==> config.mk <==
export PLATFORM = sky130hd
export DESIGN_NAME = radical_inverse_sequence
export DESIGN_NICKNAME = d
export VERILOG_FILES = /design/src/rtl/core/rinv_pkg.sv /design/src/rtl/core/radical_inverse_sequence.sv /design/src/rtl/core/rinv_digit_cell.sv /design/src/rtl/core/rinv_axis.sv /design/src/rtl/core/rinv_frac_div.sv
export SDC_FILE = /design/constraint.sdc
export NUM_CORES = 2
export LEC_CHECK = 0
export ABC_AREA = 1
export ABC_CLOCK_PERIOD_IN_PS = 24000
export BUFFER_PORTS_ARGS = -buffer_cell sky130_fd_sc_hd__buf_2
export CAP_MARGIN = 0
export CORE_MARGIN = 1
export CORE_UTILIZATION = 68
export CTS_BUF_LIST = sky130_fd_sc_hd__clkbuf_8 sky130_fd_sc_hd__clkbuf_16
export CTS_CLUSTER_DIAMETER = 40
export DETAILED_ROUTE_END_ITERATION = 6
export GPL_ROUTABILITY_DRIVEN = 0
export GPL_TIMING_DRIVEN = 0
export MAX_ROUTING_LAYER = met4
export PLACE_DENSITY = 0.91
export SKIP_CTS_REPAIR_TIMING = 1
export SLEW_MARGIN = 0
export SYNTH_ARGS = -nofsm -noshare
export SYNTH_HDL_FRONTEND = slang
export SYNTH_HIERARCHICAL = 1
export SYNTH_SLANG_ARGS = --single-unit
==> constraint.sdc <==
create_clock -name clk -period 24 [get_ports clk]
set_input_delay 6 -clock clk [delete_from_list [all_inputs] [get_ports clk]]
set_output_delay 6 -clock clk [all_outputs]
set_load 0.05 [all_outputs]
==> src/rtl/core/rinv_pkg.sv <==
// shared constants and types for the radical inverse sample generator
`default_nettype none
package rinv_pkg;

  localparam int INDEX_BITS  = 32;
  localparam int FRAC_BITS   = 32;
  localparam int DIGIT_BITS  = 8;
  localparam int STACK_DEPTH = INDEX_BITS;
  localparam int DEPTH_BITS  = $clog2(STACK_DEPTH + 1);
  localparam int STEP_BITS   = 8;
  localparam int STEPS       = INDEX_BITS / STEP_BITS;
  localparam int STEP_CBITS  = $clog2(STEPS);
  localparam int QCNT_BITS   = $clog2(FRAC_BITS);
  localparam int REG_BITS    = 2;
  localparam int DATA_BITS   = 32;

  // register indexes
  localparam logic [REG_BITS-1:0] REG_KIND   = 2'd0;
  localparam logic [REG_BITS-1:0] REG_FIRST  = 2'd1;
  localparam logic [REG_BITS-1:0] REG_SECOND = 2'd2;
  localparam logic [REG_BITS-1:0] REG_COUNT  = 2'd3;

  // sequence kinds
  localparam logic KIND_HAMMERSLEY = 1'b0;
  localparam logic KIND_HALTON     = 1'b1;

  typedef enum logic [1:0] {
    AX_IDLE,
    AX_EXTRACT,
    AX_HORNER
  } axis_state_t;

  typedef struct packed {
    logic start;
  } unit_ctrl_t;

endpackage
`default_nettype wire

==> src/rtl/core/radical_inverse_sequence.sv <==
// one item at a time; each axis runs one restoring division per base digit of the index,
// once in extraction and once in horner; the hammersley divider runs beside them for any
// index below sample_count, in either sequence kind, and a result is loaded only when all
// three are done; a finished point waits in the output register
// the next index can transfer in the cycle after the point is loaded
// synchronous reset restores sequence_kind 0, bases 2 and 3, sample_count 1024
`default_nettype none
module radical_inverse_sequence (
  input  logic                           clk,
  input  logic                           rst,
  input  logic                           write_enable,
  input  logic [rinv_pkg::REG_BITS-1:0]   reg_index,
  input  logic [rinv_pkg::DATA_BITS-1:0]  write_data,
  input  logic                           sample_valid,
  output logic                           sample_ready,
  input  logic [31:0]                    sample_index,
  output logic                           result_valid,
  input  logic                           result_ready,
  output logic [31:0]                    x_frac,
  output logic [31:0]                    y_frac,
  output logic                           index_beyond_count
);
  import rinv_pkg::*;

  logic                   sequence_kind;
  logic [DIGIT_BITS-1:0]  first_base, second_base;
  logic [DATA_BITS-1:0]   sample_count;
  logic                   pending, load;
  unit_ctrl_t             ctrl;
  logic                   busy_a, busy_b, busy_f, beyond;
  logic [FRAC_BITS-1:0]   val_a, val_b, quot;

  // configuration registers
  always_ff @(posedge clk) begin
    if (rst) begin
      sequence_kind <= KIND_HAMMERSLEY;
      first_base    <= DIGIT_BITS'(2);
      second_base   <= DIGIT_BITS'(3);
      sample_count  <= DATA_BITS'(1024);
    end else if (write_enable) begin
      case (reg_index)
        REG_KIND:   sequence_kind <= write_data[0];
        REG_FIRST:  first_base    <= write_data[DIGIT_BITS-1:0];
        REG_SECOND: second_base   <= write_data[DIGIT_BITS-1:0];
        REG_COUNT:  sample_count  <= write_data;
        default:    ;
      endcase
    end
  end

  assign sample_ready = !pending;
  assign ctrl.start   = sample_valid && sample_ready;
  assign load = pending && !busy_a && !busy_b && !busy_f && (!result_valid || result_ready);

  rinv_axis u_axis_a (
    .clk   (clk),
    .rst   (rst),
    .ctrl  (ctrl),
    .index (sample_index[INDEX_BITS-1:0]),
    .base  (first_base),
    .busy  (busy_a),
    .value (val_a)
  );

  rinv_axis u_axis_b (
    .clk   (clk),
    .rst   (rst),
    .ctrl  (ctrl),
    .index (sample_index[INDEX_BITS-1:0]),
    .base  (second_base),
    .busy  (busy_b),
    .value (val_b)
  );

  rinv_frac_div u_frac (
    .clk    (clk),
    .rst    (rst),
    .ctrl   (ctrl),
    .index  (sample_index[INDEX_BITS-1:0]),
    .count  (sample_count),
    .busy   (busy_f),
    .quot   (quot),
    .beyond (beyond)
  );

  // item in flight and output valid
  always_ff @(posedge clk) begin
    if (rst) begin
      pending      <= 1'b0;
      result_valid <= 1'b0;
    end else begin
      if (ctrl.start) begin
        pending <= 1'b1;
      end else if (load) begin
        pending <= 1'b0;
      end
      if (load) begin
        result_valid <= 1'b1;
      end else if (result_ready) begin
        result_valid <= 1'b0;
      end
    end
  end

  // output register
  always_ff @(posedge clk) begin
    if (load) begin
      if (sequence_kind == KIND_HALTON) begin
        x_frac             <= val_a;
        y_frac             <= val_b;
        index_beyond_count <= 1'b0;
      end else begin
        x_frac             <= quot;
        y_frac             <= val_a;
        index_beyond_count <= beyond;
      end
    end
  end

endmodule
`default_nettype wire

==> src/rtl/core/rinv_digit_cell.sv <==
// one cell of the digit stack, shifts toward top or bottom
`default_nettype none
module rinv_digit_cell (
  input  logic                           clk,
  input  logic                           push,
  input  logic                           pop,
  input  logic [rinv_pkg::DIGIT_BITS-1:0] shallow,
  input  logic [rinv_pkg::DIGIT_BITS-1:0] deep,
  output logic [rinv_pkg::DIGIT_BITS-1:0] digit
);
  import rinv_pkg::*;

  // take from the shallower neighbor on push, the deeper one on pop
  always_ff @(posedge clk) begin
    if (push) begin
      digit <= shallow;
    end else if (pop) begin
      digit <= deep;
    end
  end

endmodule
`default_nettype wire

==> src/rtl/core/rinv_axis.sv <==
// radical inverse of one axis: digit extraction then horner over a cell stack
`default_nettype none
module rinv_axis (
  input  logic                           clk,
  input  logic                           rst,
  input  rinv_pkg::unit_ctrl_t           ctrl,
  input  logic [rinv_pkg::INDEX_BITS-1:0] index,
  input  logic [rinv_pkg::DIGIT_BITS-1:0] base,
  output logic                           busy,
  output logic [rinv_pkg::FRAC_BITS-1:0]  value
);
  import rinv_pkg::*;

  axis_state_t                state, state_next;
  logic [DIGIT_BITS-1:0]      divisor;
  logic [INDEX_BITS-1:0]      num;
  logic [DIGIT_BITS-1:0]      rem;
  logic [STEP_CBITS-1:0]      step;
  logic [DEPTH_BITS-1:0]      depth;
  logic [DIGIT_BITS-1:0]      stack [STACK_DEPTH];
  logic                       push, pop, last_step;
  logic [DIGIT_BITS-1:0]      rem_start, rem_div;
  logic [INDEX_BITS-1:0]      num_div;
  logic [DIGIT_BITS:0]        trial;

  assign last_step = (step == STEP_CBITS'(STEPS - 1));

  // horner starts each division from the top digit, extraction from zero
  always_comb begin
    if (step == '0) begin
      rem_start = (state == AX_HORNER) ? stack[0] : '0;
    end else begin
      rem_start = rem;
    end
  end

  // eight restoring division steps per cycle
  always_comb begin
    rem_div = rem_start;
    num_div = num;
    trial   = '0;
    for (int i = 0; i < STEP_BITS; i++) begin
      trial   = {rem_div, num_div[INDEX_BITS-1]};
      num_div = {num_div[INDEX_BITS-2:0], 1'b0};
      if (trial >= {1'b0, divisor}) begin
        trial      = trial - {1'b0, divisor};
        num_div[0] = 1'b1;
      end
      rem_div = trial[DIGIT_BITS-1:0];
    end
  end

  // next state
  always_comb begin
    state_next = state;
    case (state)
      AX_IDLE: begin
        if (ctrl.start) begin
          state_next = (index != '0) ? AX_EXTRACT : AX_HORNER;
        end
      end
      AX_EXTRACT: begin
        if (last_step && num_div == '0) begin
          state_next = AX_HORNER;
        end
      end
      AX_HORNER: begin
        if (depth == '0) begin
          state_next = AX_IDLE;
        end
      end
      default: state_next = AX_IDLE;
    endcase
  end

  // outputs
  always_comb begin
    push = (state == AX_EXTRACT) && last_step;
    pop  = (state == AX_HORNER) && (depth != '0) && last_step;
    busy = (state != AX_IDLE);
  end

  assign value = num;

  // control registers
  always_ff @(posedge clk) begin
    if (rst) begin
      state <= AX_IDLE;
      step  <= '0;
      depth <= '0;
    end else begin
      state <= state_next;
      if (state == AX_IDLE) begin
        step  <= '0;
        depth <= '0;
      end else if (state == AX_EXTRACT || depth != '0) begin
        step <= step + 1'b1;
        if (push) begin
          depth <= depth + 1'b1;
        end else if (pop) begin
          depth <= depth - 1'b1;
        end
      end
    end
  end

  // datapath registers
  always_ff @(posedge clk) begin
    if (state == AX_IDLE) begin
      if (ctrl.start) begin
        num     <= index;
        rem     <= '0;
        divisor <= (base < DIGIT_BITS'(2)) ? DIGIT_BITS'(2) : base;
      end
    end else if (state == AX_EXTRACT || depth != '0) begin
      num <= num_div;
      rem <= rem_div;
    end
  end

  // digit stack, top at cell zero
  for (genvar k = 0; k < STACK_DEPTH; k++) begin : g_cell
    logic [DIGIT_BITS-1:0] shallow, deep;
    if (k == 0) begin : g_top
      assign shallow = rem_div;
    end else begin : g_mid
      assign shallow = stack[k-1];
    end
    if (k == STACK_DEPTH - 1) begin : g_bot
      assign deep = '0;
    end else begin : g_low
      assign deep = stack[k+1];
    end
    rinv_digit_cell u_cell (
      .clk     (clk),
      .push    (push),
      .pop     (pop),
      .shallow (shallow),
      .deep    (deep),
      .digit   (stack[k])
    );
  end

endmodule
`default_nettype wire

==> src/rtl/core/rinv_frac_div.sv <==
// bit-serial fraction divider for the hammersley x coordinate
`default_nettype none
module rinv_frac_div (
  input  logic                           clk,
  input  logic                           rst,
  input  rinv_pkg::unit_ctrl_t           ctrl,
  input  logic [rinv_pkg::INDEX_BITS-1:0] index,
  input  logic [rinv_pkg::DATA_BITS-1:0]  count,
  output logic                           busy,
  output logic [rinv_pkg::FRAC_BITS-1:0]  quot,
  output logic                           beyond
);
  import rinv_pkg::*;

  logic                  running;
  logic [QCNT_BITS-1:0]  cnt;
  logic [DATA_BITS:0]    r, r_shift, r_next;
  logic                  qbit;

  // one quotient bit per cycle
  always_comb begin
    r_shift = {r[DATA_BITS-1:0], 1'b0};
    qbit    = (r_shift >= {1'b0, count});
    r_next  = qbit ? (r_shift - {1'b0, count}) : r_shift;
  end

  assign busy = running;

  // control
  always_ff @(posedge clk) begin
    if (rst) begin
      running <= 1'b0;
      cnt     <= '0;
    end else if (ctrl.start) begin
      running <= ({{(DATA_BITS-INDEX_BITS){1'b0}}, index} < count);
      cnt     <= '0;
    end else if (running) begin
      cnt <= cnt + 1'b1;
      if (cnt == QCNT_BITS'(FRAC_BITS - 1)) begin
        running <= 1'b0;
      end
    end
  end

  // datapath, saturates when the index is not below the count
  always_ff @(posedge clk) begin
    if (ctrl.start) begin
      r <= {1'b0, index};
      if ({{(DATA_BITS-INDEX_BITS){1'b0}}, index} >= count) begin
        beyond <= 1'b1;
        quot   <= '1;
      end else begin
        beyond <= 1'b0;
        quot   <= '0;
      end
    end else if (running) begin
      r    <= r_next;
      quot <= {quot[FRAC_BITS-2:0], qbit};
    end
  end

endmodule
`default_nettype wire

After elaboration in Yosys (flattened, before gate mapping)
Index checks and enable logic that the tools add are counted.

word-level totals
  word-level logic and storage cells = 410
  output and inout bits = 67
  input port bits = 71
  bits in registers = 815

cells by class
  $lt $le $gt $ge = 21
  reductions and logical operators = 57
  eq/ne operators = 16
  multiplexer cells = 202
  add/subtract/negate cells = 24

operators by type and width
  cell                 number
  $mux 8               153
  $mux 32              13
  $ge 9x8->1           16
  $sub 8x8->8          16
  $logic_not 32->1     2
  $ge 33x32->1         1
  $ge 32x32->1         1
  $lt 32x32->1         1
  $reduce_bool 32->1   1
  $sub 32x32->32       1
  $mux 1               24
  $mux 6               4
  $reduce_and 2->1     10
  $reduce_bool 2->1    9
  $lt 8x2->1 const B   2
  $logic_and 1x1->1    13
  $add 6x1->6 const B  2
  $eq 2x2->1 const B   6
  $logic_not 6->1      2
  $mux 2               6
  $pmux 2 s3           2
  $reduce_bool 6->1    2
  $sub 6x1->6 const B  2
  $logic_not 2->1      5
  other kinds (10)     26

Logic depth before layout (Yosys ltp)
  depth after elaboration = 23
  mapped depth = 117
  gate-level depth less buffers = 109

By module
The synthesis kept the hierarchy.

by module, submodules not included
  module                    cells each  seq. area each (um2)  area each (um2)  instances
  rinv_digit_cell           35          240.2                 351.6            64
  rinv_frac_div             1034        2072.0                6869.1           1
  rinv_axis (u_axis_a)      920         1641.6                6686.4           1
  rinv_axis (u_axis_b)      919         1641.6                6530.0           1
  radical_inverse_sequence  474         2972.9                4505.6           1

Worst setup path before layout
OpenSTA, ideal clock, no wires.

  path type = flip-flop to flip-flop
  from = reg u_axis_b.step[0]
  to = reg u_axis_b/g_cell[0].u_cell/digit[0] (netlist bit) (data pin)
  library setup time = 252 ps
  required time = 23748 ps
  setup slack = 9055 ps
  arrival time = 14693 ps
  path buffers = 6
  stages on the path, launching flop included = 111
  period minus slack after synthesis = 14945 ps
  cell sequence = dfxtp_1 > inv_1 > ha_1 > clkbuf_1 > nor2_1 > a31oi_1 > inv_1 > ha_1 > nand2_1 > nor2_1 > nand2_1 > nand3_1 > nor2_4 > nand2_2 > buf_4 > o21ai_0 > inv_1 > ha_1 > (+75 left out) > nand2_1 > o21ai_0 > ha_1 > a21oi_1 > nand2_1 > a21oi_1 > o21bai_1 > a21oi_1 > inv_1 > a21oi_1 > nor2_1 > nor3_1 > nand3_4 > buf_6 > o21ai_1 > inv_1 > nand2_1 > nand2_1

on the way
  cells in the longest elaborated chain, start to end = 19
  elaborated cells on any way between the ends = 28
  those cells by class = add/sub (7); order compare (8); eq/ne (1); mux (10); reduce/logical (2)

RTL lines
  element                                    line                              RTL
  start, declared                            rinv_axis.sv:18                   logic [STEP_CBITS-1:0] step;
  start signal, assigned                     rinv_axis.sv:97                   step <= step + 1'b1;
  $logic_not 2->1 (*)                        rinv_axis.sv:30                   if (step == '0) begin
  $mux 8 (*)                                 rinv_axis.sv:30
  $sub 8x8->8 or $ge 9x8->1 (tied branches)  rinv_axis.sv:46, rinv_axis.sv:45
  $mux 8 (*)                                 rinv_axis.sv:45                   if (trial >= {1'b0, divisor}) begin
  $sub 8x8->8 or $ge 9x8->1 (tied branches)  rinv_axis.sv:46, rinv_axis.sv:45
  $mux 8 (*)                                 rinv_axis.sv:45
  $sub 8x8->8 or $ge 9x8->1 (tied branches)  rinv_axis.sv:46, rinv_axis.sv:45
  $mux 8 (*)                                 rinv_axis.sv:45
  (+4 left out)                              n/a
  $sub 8x8->8 or $ge 9x8->1 (tied branches)  rinv_axis.sv:46, rinv_axis.sv:45
  $mux 8 (*)                                 rinv_axis.sv:45
  $sub 8x8->8 or $ge 9x8->1 (tied branches)  rinv_axis.sv:46, rinv_axis.sv:45
  $mux 8 (*)                                 rinv_axis.sv:45
  $ge 9x8->1 (*)                             rinv_axis.sv:45
  $mux 8 (*)                                 rinv_axis.sv:45
  via u_axis_b.trial[0]                      rinv_axis.sv:24                   logic [DIGIT_BITS:0] trial;
  $mux 8 (*)                                 rinv_digit_cell.sv:15             if (push) begin
  end signal, assigned                       rinv_digit_cell.sv:16             digit <= shallow;
  end signal, assigned                       rinv_digit_cell.sv:18             digit <= deep;
  end, declared                              rinv_digit_cell.sv:9              output logic [rinv_pkg::DIGIT_BITS-1:0] digit

Mark *: on every way through the listed nets, which the timed path passes. The rest lies on a longest branch.
A chain may end at the register's enable or synchronous reset.

Worst setup path in the final report
  from = reg u_axis_a.step[0]
  to = reg u_axis_a/g_cell[0].u_cell/digit[5] (netlist bit) (data pin)

on the way
  cells in the longest elaborated chain, start to end = 19
  elaborated cells on any way between the ends = 29
  those cells by class = add/sub (8); order compare (8); eq/ne (1); mux (10); reduce/logical (2)

RTL lines
  element                                    line
  start, declared                            rinv_axis.sv:18
  start signal, assigned                     rinv_axis.sv:97
  $logic_not 2->1 (*)                        rinv_axis.sv:30
  $mux 8 (*)                                 rinv_axis.sv:30
  $sub 8x8->8 or $ge 9x8->1 (tied branches)  rinv_axis.sv:46, rinv_axis.sv:45
  $mux 8 (*)                                 rinv_axis.sv:45
  $sub 8x8->8 or $ge 9x8->1 (tied branches)  rinv_axis.sv:46, rinv_axis.sv:45
  $mux 8 (*)                                 rinv_axis.sv:45
  $sub 8x8->8 or $ge 9x8->1 (tied branches)  rinv_axis.sv:46, rinv_axis.sv:45
  $mux 8 (*)                                 rinv_axis.sv:45
  (+4 left out)                              n/a
  $sub 8x8->8 or $ge 9x8->1 (tied branches)  rinv_axis.sv:46, rinv_axis.sv:45
  $mux 8 (*)                                 rinv_axis.sv:45
  $sub 8x8->8 or $ge 9x8->1 (tied branches)  rinv_axis.sv:46, rinv_axis.sv:45
  $mux 8 (*)                                 rinv_axis.sv:45
  $sub 8x8->8 or $ge 9x8->1 (tied branches)  rinv_axis.sv:46, rinv_axis.sv:45
  $mux 8 (*)                                 rinv_axis.sv:45
  via u_axis_a.trial[5]                      rinv_axis.sv:24
  $mux 8 (*)                                 rinv_digit_cell.sv:15
  end signal, assigned                       rinv_digit_cell.sv:16
  end signal, assigned                       rinv_digit_cell.sv:18
  end, declared                              rinv_digit_cell.sv:9

Marked as above.

==> flow_metrics.tcl <==
set metrics [dict create \
    wire_per_inst_um 18.6 \
    syn_inst 5587 \
    crit_cells 109 \
    status "finished, violations left" \
    drt_iter0_drc 5363 \
    die_h_um 265 \
    antenna_found_initial 3 \
    slowest_stage "o21ai_0" \
    synth_edf_count 738 \
    slowest_delay_ns 0.43 \
    holdCritPathClass "reg2reg" \
    synth_top_cell_area_share 0.471 \
    seq_area_frac_synth 0.503 \
    worst_setup_path_end_kind "flop" \
    critical_path.most_common_cell "nand2_1" \
    yosysMostFrequentCell "nand2_1" \
    period_minus_slack_ns 18.69 \
    synth_commonest_cells "2,435 x nand2_1, 738 x edfxtp_1, 549 x inv_1" \
    clk_pin_slew_ns 0.06 \
    die_x_um 265 \
    clk_latency_ns 0.70 \
    io_pins 138 \
    clock-sinks 815 \
    drc 4 \
    grt_pass1_wl_um 201000 \
    max_clock_freq_mhz 53.5 \
    synthTopCellsByArea "edfxtp_1 47%, nand2_1 19%, ha_1 5.5%" \
    setup-tns-final_ns 0 \
    async_flop_share 0 \
    clockBufferDepth 3 \
    first_pass_iters 7 \
    grt_max_degree 66 \
    period_share 0.779 \
    drt_wl_total_um 128000 \
    io_buffers 137 \
    grt_usage 0.373 \
    syn_area_um2 47100 \
    ys_types 58 \
    fin_skew_ns 0.0430 \
    yosysWarnings 6 \
    critPathBufInv 18 \
    antenna_left 0 \
    cp_top_family "compound AO/OA/AOI/OAI gates" \
    root_buffer "clkbuf_16" \
    coreArea_um2 68600 \
    grt_pass1_vias 39854 \
    vias_per_cell 5.92 \
    rr_worst_depth 109 \
    avgSynthCellArea_um2 8.43 \
    path_max_fanout 10 \
    worstSetupPathType "reg2reg" \
    num_vias 40743 \
    max-cap-violations 0 \
    synth_area_leader_cell "edfxtp_1" \
    hold_viol 0 \
    cp_data_arrival_time_ns 19.11 \
    setup_viol 0 \
    htreeDepth 3 \
    hold_path_depth 2 \
    cts_tree "built" \
    die_area_um2 70300 \
    drive_gt1_frac 0.112 \
    start_util 0.687 \
    startpoint_type "flop" \
    slew_violations 0 \
    floorplan.rows 96 \
    synth_seq_cells 815 \
    crit_required_ns 24.43 \
    hpwl_um 89100 \
    violations "DRC" \
    rsz0062_at_grt "false" \
    tightest_slew_ns 1.15 \
    numCtsBuffers 105 \
    slew_headroom 0.224 \
    synthFlopType "edfxtp_1" \
    grt-ovfl-total 0 \
    nets 6149 \
    area_growth_pct 12.2 \
]
-- flip-flops by register name, indices dropped and copies added, names as in the netlist, 32 cells and up --
| name | flops |
|---|---|
| u_frac/r | 32 |
| u_frac/quot | 32 |
| x_frac | 32 |
| u_axis_a/g_cell.u_cell/digit | 256 |
| u_axis_b/g_cell.u_cell/digit | 256 |
| u_axis_b/value | 32 |
| y_frac | 32 |
| sample_count | 32 |
| u_axis_a/value | 32 |
-- path summary, 6_finish.rpt --
kind         slack (ns)                                  to        startpoint
min reg2reg        0.48                       u_frac/cnt[4]     u_frac/cnt[4]
max reg2reg        5.31  u_axis_a/g_cell[0].u_cell/digit[5]  u_axis_a/step[0]
min                0.48                       u_frac/cnt[4]     u_frac/cnt[4]
max                5.31  u_axis_a/g_cell[0].u_cell/digit[5]  u_axis_a/step[0]
-- tightest hold or removal path: cells and delay by family (launching register included) --
| kind | cells | cell delay [ns] |
|---|---|---|
| AND/OR/NAND/NOR | 1 | 0.06 |
| AO/OA/AOI/OAI | 1 | 0.05 |
| flip-flops | 1 | 0.31 |
-- cells by family after synthesis --
logic type	share of synthesized area
flops	0.503
simple gates	0.281
xor+xnor	0.0190
fa+ha+maj	0.0628
buf+inv	0.0765
other cells	0.000159
compound gates	0.0575
-- per-layer routing --
| layer | vias up | part of all wire | track usage | wire, um |
|---|---|---|---|---|
| li1 | 18578 | - | - | - |
| met1 | 18576 | 0.36 | 0.446 | 45800 |
| met2 | 2855 | 0.46 | 0.586 | 59200 |
| met3 | 734 | 0.11 | 0.0793 | 14700 |
| met4 | 0 | 0.066 | 0.219 | 8450 |
| met5 | - | 0 | - | 0 |
-- cell type report --
class	instances	area (um^2)
inverter	637	2390
fill	4050	15700
sequential	815	23700
clock inverter	87	918
tap	931	1160
timing repair buffer	145	838
multi-input combinational	3997	19900
antenna	4	10.0
clock buffer	110	2730
buffer	152	1210
-- through the flow --
stage / utilization / cell area, um^2 / std cells / worst slack, ns / hold slack (ns)
floorplan: - / 47100 / 5601 / 9.05 / 0.419
global placement: 0.714 / 49000 / 6669 / 6.66 / 0.435
detailed placement: 0.717 / 49200 / 6677 / 6.12 / 0.463
CTS: 0.770 / 52800 / 6874 / 5.86 / 0.474
global route: 0.771 / 52800 / 6877 / 3.86 / 0.483
finish: 0.771 / 52900 / 6878 / 5.31 / 0.478
-- cell usage in the layout, fill, tap and decap left out, types with 14 or more instances in the layout --
master and n:
buf_2 162, inv_2 89, inv_6 15, clkbuf_1 42
o21ai_1 42, nor2_2 18, nand3_2 19, ha_1 206
conb_1 16, nand3b_1 36, inv_1 559, o21bai_1 14
edfxtp_1 738, nor2_1 289, fa_1 19, xnor2_1 40
buf_6 75, o21ai_0 179, nor4_1 27, xor2_1 62
or2_1 64, dfxtp_1 77, nand2_2 28, nor3_1 16
nand2_1 2434, a21oi_1 169, clkinv_2 15, nand4_1 40
nand3_1 127, a31oi_1 20, or2_2 14, clkbuf_16 108
Power is not shown: default switching activity piles up to over one toggle a cycle in this logic, so the estimate is an artifact.
